## src/hw/rtl/itsp_pkg.sv

```systemverilog
package itsp_pkg;

  // Default sizing of the pool
  localparam int CapacityDef  = 64;
  localparam int IdBitsDef    = 32;
  localparam int WordBitsDef  = 32;

  // Fixed field widths on the channels
  localparam int CmdW    = 2;
  localparam int StatusW = 2;
  localparam int IndexW  = 7;
  localparam int FieldW  = 32;
  localparam int WideW   = 64;

  typedef enum logic [CmdW-1:0] {
    CMD_ALLOC = 2'd0,
    CMD_FREE  = 2'd1,
    CMD_ITER  = 2'd2,
    CMD_NONE  = 2'd3
  } cmd_t;

  typedef enum logic [StatusW-1:0] {
    ST_OK        = 2'd0,
    ST_FULL      = 2'd1,
    ST_NOT_FOUND = 2'd2,
    ST_END       = 2'd3
  } status_t;

  // What every cell of the row does in a cycle
  typedef enum logic [1:0] {
    CELL_HOLD  = 2'd0,
    CELL_SHIFT = 2'd1,
    CELL_LOAD  = 2'd2
  } cell_op_t;

  typedef struct packed {
    cell_op_t op;
    logic     fill_live;
  } cell_ctrl_t;

endpackage

```

## src/hw/rtl/itsp_cell.sv

```systemverilog
module itsp_cell #(
  parameter int IDX       = 0,
  parameter int IDX_W     = 6,
  parameter int ID_BITS   = 32,
  parameter int WORD_BITS = 32
) (
  input  logic                 clk,
  input  logic                 rst,
  input  itsp_pkg::cell_ctrl_t ctrl,
  input  logic [IDX_W-1:0]     bnd,
  input  logic [ID_BITS-1:0]   next_tag,
  input  logic [WORD_BITS-1:0] next_word,
  input  logic                 next_live,
  input  logic [ID_BITS-1:0]   fill_tag,
  input  logic [WORD_BITS-1:0] fill_word,
  output logic [ID_BITS-1:0]   tag,
  output logic [WORD_BITS-1:0] word,
  output logic                 live
);
  import itsp_pkg::*;

  localparam logic [IDX_W-1:0] MyIdx = IDX_W'(IDX);

  logic take_next;
  logic take_fill;

  // Below the boundary take the neighbor on a shift; at the boundary take the fill beat
  always_comb begin
    take_next = 1'b0;
    take_fill = 1'b0;
    unique case (ctrl.op)
      CELL_HOLD: begin
      end
      CELL_SHIFT: begin
        take_next = (MyIdx < bnd);
        take_fill = (MyIdx == bnd);
      end
      CELL_LOAD: begin
        take_fill = (MyIdx == bnd);
      end
      default: begin
      end
    endcase
  end

  always_ff @(posedge clk) begin
    if (rst) begin
      live <= 1'b0;
    end else if (take_next) begin
      live <= next_live;
    end else if (take_fill) begin
      live <= ctrl.fill_live;
    end
  end

  always_ff @(posedge clk) begin
    if (take_next) begin
      tag  <= next_tag;
      word <= next_word;
    end else if (take_fill) begin
      tag  <= fill_tag;
      word <= fill_word;
    end
  end

endmodule

```

## config.mk

```make
export PLATFORM = sky130hd
export DESIGN_NAME = itsp_cell
export DESIGN_NICKNAME = d
export VERILOG_FILES = /design/src/hw/rtl/itsp_pkg.sv /design/src/hw/rtl/itsp_cell.sv
export SDC_FILE = /design/constraint.sdc
export NUM_CORES = 1
export LEC_CHECK = 0
export BUFFER_PORTS_ARGS = -buffer_cell sky130_fd_sc_hd__clkbuf_2
export CAP_MARGIN = 15
export CELL_PAD_IN_SITES_DETAIL_PLACEMENT = 1
export CELL_PAD_IN_SITES_GLOBAL_PLACEMENT = 2
export CORE_ASPECT_RATIO = 1.5
export CORE_MARGIN = 8
export CORE_UTILIZATION = 24
export CTS_BUF_LIST = sky130_fd_sc_hd__clkbuf_16
export DETAILED_ROUTE_END_ITERATION = 10
export PLACE_DENSITY_LB_ADDON = 0.08
export SYNTH_ARGS = -nofsm -noshare
export SYNTH_HDL_FRONTEND = slang
export SYNTH_SLANG_ARGS = --single-unit
```

## constraint.sdc

```tcl
create_clock -name clk -period 7.7 [get_ports clk]
set_clock_uncertainty 0.15 [all_clocks]
set_input_delay 1.54 -clock clk [delete_from_list [all_inputs] [get_ports clk]]
set_output_delay 1.54 -clock clk [all_outputs]
set_load 0.02 [all_outputs]
```

Word level (Yosys, flattened, before mapping):

Cells that the tools add are included.
Widths: inputs -> output; s select.

* muxes and demuxes: 8
* reductions and logical operators: 3
* order comparisons: 1
* equal/unequal tests: 2

Operators by type and width (number)
* $mux 32: 4
* $logic_not 6->1: 1
* $lt 1x6->1 const A: 1
* $mux 1: 4
* $eq 2x1->1 const B: 1
* $eq 2x2->1 const B: 1
* $reduce_bool 2->1: 1
* $reduce_or 2->1: 1

* register bits: 65
* input bits: 140

Longest topological paths before layout:

* word-level depth: 5
* mapped depth: 6
* mapped depth without buffers: 5

Worst setup path after synthesis:

No wires, ideal clock.

* kind: input to register
* start point: input port bnd[3]
* end point: register tag[0] (enable)
* data arrival time: 6.900 ns
* cell stages on the path: 3
* path buffers: 0
* slack: 0.076 ns
* data required time: 6.976 ns
* library setup time: 0.574 ns
* path through: or4_4 -> or2_2 -> o21ai_0

* word-level cells in the longest chain between the ends: 3
* elaborated cells between the ends (all ways): 5

RTL lines
* start, declared: line itsp_cell.sv:10 `input logic [IDX_W-1:0] bnd,`
* $lt 1x6->1 / $logic_not 6->1 (equally long branches): line itsp_cell.sv:35, itsp_cell.sv:36, itsp_cell.sv:39
* $mux 1, on equally long branches
* $reduce_bool 2->1 (no source line) (*)
* end signal, assigned: line itsp_cell.sv:58 `tag <= next_tag;`
* end signal, assigned: line itsp_cell.sv:61 `tag <= fill_tag;`
* end, declared: line itsp_cell.sv:16 `output logic [ID_BITS-1:0] tag,`

Mark *: on every way between the ends. The rest lies on a longest branch, timed or not.
A chain may end at the register's enable or synchronous reset.

Worst setup path in the final report:

* start point: input port bnd[3]
* end point: register tag[11] (enable)

Same word-level chain as after synthesis.

==> summary.md <==
| Metric | Value |
|---|---|
| Clk buf depth | 2 |
| Switching share of power | 23.4% |
| Starting density of the core | 24.6% |
| Status | completed |
| Comb power frac | 16.8% |
| Die area | 16,700 sq um |
| Lkg Pwr | 2.15 nW |
| Crit path max fanout | 60 |
| # diodes | 0 |
| Commonest non-fill, non-tap cells in the layout | 204 x clkbuf_2, 64 x edfxtp_1, 49 x mux2_4 |
| Vias in the first global route | 2,477 |
| # H-tree levels | 3 |
| Synth Net Count | 288 |
| Post-CTS sizing | 0 |
| DP HPWL | 7760 um |
| Mapped Cells | 147 |
| Initial DRC Count | 111 |
| Die height | 154 um |
| Worst-Margin Slew | 0.894 ns |
| Rel. slew slack | 40.4% |
| Maximum clock frequency | 233 MHz |
| Clk root buf | clkbuf_16 |
| Crit path launch type | input port |
| Via count | 2,101 |
| Worst Hold Margin | 0.426 ns |
| Yosys Warn Count | 0 |
| WP data arrival | 4.13 ns |
| RSZ-0062 raised after global routing | no |
| DRC viols | 0 |
| Hold Crit Class | register to register |
| Sink Count | 65 |
| Die W | 108 um |
| Fin util | 35.8% |
| Dominant cells by area after synthesis | edfxtp_1 63%, mux2_4 24%, mux2_2 5.5% |
| Yosys top cell area share | 62.7% |
| Pint | 0.749 mW |
| Initial antenna violation count | 0 |
| Critical path startpoint | bnd[3] |
| Synthesized cell area | 3060 sq um |
| Largest net degree at the start of global routing | 61 |
| PortBufs | 204 |
| Fin nets | 498 |
| Most common cell after layout, fill and taps aside | clkbuf_2 |
| Slew Limit Fails | 0 |
| Grt total ovfl | 0 |
| Yosys top cell by area | edfxtp_1 |
| Gpl congestion | 0.652 |
| Hold buffer count at cts | 0 |
| Pwr/cell area | 219 nW/um^2 |
| Setup violators final | 0 |
| # rows | 50 |
| Syn Area/Cell | 20.8 sq um |
| Post-layout min period | 4.30 ns |
| Final hold vios | 0 |
| VDD IR max | 0.0000965 V |
| Post-CTS Setup Inserts | 0 |
| I/O Pins | 205 |
| Clk pwr share | 39.2% |
| DR pass1 iterations | 3 |
| Netlist cell types | 17 |
| Avg Vias per Cell | 4.06 |
| GRT Total Usage | 11.2% |
| Core Area | 12,400 sq um |
| Global-route wire length before repair | 13,700 um |
| Setup TNS | 0 ns |
| Tcrit/Tclk final | 55.8% |
| Worst-skew pair later-pin latency | 0.32 ns |
| R2r startpoint | live$_SDFFE_PP0P_ |
| Seq/Total Area, Yosys | 63.4% |
| Antenna viol nets, final | 0 |
| Synthesized flop and latch total | 65 |
| NetSw | 0.229 mW |
| # Max-Cap Violations | 0 |
| TritonCTS clock tree | done |
| Worst-path clk slew | 0.05 ns |
| Crit Path Class | input port to register |
| Hold Startpoint | live$_SDFFE_PP0P_ |
| Reg power frac | 44.1% |
| Final wirelength | 9450 um |
| Drt wl/cell | 18.3 um |
| Worst Path Required | 7.53 ns |
| Layout cells sized above 1 | 79.8% |
| CTS buffer count | 9 |
| Layout Area Growth over Synthesis | 45.6% |
| Endpoint class of the critical path | register |
==> through the flow <==
step	power (mW)	cells	cell area, sq um	setup slack [ns]
final	0.978	517	4460	3.40
after floorplan	0.540	147	3060	0.0760
after CTS	0.997	517	4460	3.33
after global placement	0.606	502	4180	3.03
after global routing	1.02	517	4460	3.22
after detailed placement	0.607	502	4180	2.97
==> power by group through the flow <==
stage          Sequential (mW)  Combinational, mW  Clock [mW]
3_3_place_gp             0.437              0.169           0
5_1_grt                  0.434              0.176       0.410
2_1_floorplan            0.477             0.0623           0
4_1_cts                  0.431              0.169       0.397
6_report                 0.431              0.164       0.383
3_5_place_dp             0.438              0.168           0
==> cell families after synthesis <==
kind of cell / after synthesis / share of synthesized area, %
multiplexers: 65 / 29.9
flip-flops: 65 / 63.4
buffers and inverters: 8 / 4.13
AO/OA/AOI/OAI: 4 / 1.23
AND/OR/NAND/NOR: 4 / 0.980
adder cells (fa/ha/maj): 1 / 0.408
==> final timing paths <==
| path | slack, ns | endpoint | depth (start not counted) |
|---|---|---|---|
| hold / removal | 0.43 | live$_SDFFE_PP0P_ | 2 |
| setup reg to reg | 6.60 | live$_SDFFE_PP0P_ | 2 |
| setup / recovery | 3.40 | tag[11]$_DFFE_PP_ | 6 |
| hold reg to reg | 0.43 | live$_SDFFE_PP0P_ | 2 |
==> per-layer routing <==
| metal | up-vias | track usage, % | part of all wire [%] |
|---|---|---|---|
| met5 | - | 0 | 0 |
| met4 | 0 | 5.18 | 1.7 |
| met3 | 11 | 4.45 | 9.9 |
| met2 | 114 | 20.4 | 55 |
| met1 | 978 | 10.3 | 33 |
| li1 | 998 | - | - |
==> worst max-delay path, stage by stage <==
cell and delay, ns:
clkbuf_2 0.08, or4_4 0.55, o21ai_4 0.50, buf_4 0.80, o21ai_4 0.17, buf_4 0.41
==> cells in the mapped netlist <==
cell	count
mux2i_1	1
buf_12	5
inv_1	1
a2111oi_0	1
or2_2	2
o21ai_4	1
buf_4	1
o21ai_0	1
mux2_4	49
nor2b_1	1
or4_4	1
dfxtp_1	1
a211oi_1	1
buf_8	1
mux2_2	15
edfxtp_1	64
ha_1	1
==> flip-flops by register name (all words and copies together) (netlist names) <==
register	flops
tag	32
live	1
word	32
==> final cells by class <==
class                      count  area, sq um
fill                        1373         7990
sequential                    65         1940
timing repair buffer         206         1040
multi-input combinational     74         1010
clock buffer                   9          225
tap                          156          195
clock inverter                 6         52.6
inverter                       1         3.75
(Power assumes the default switching activity.)
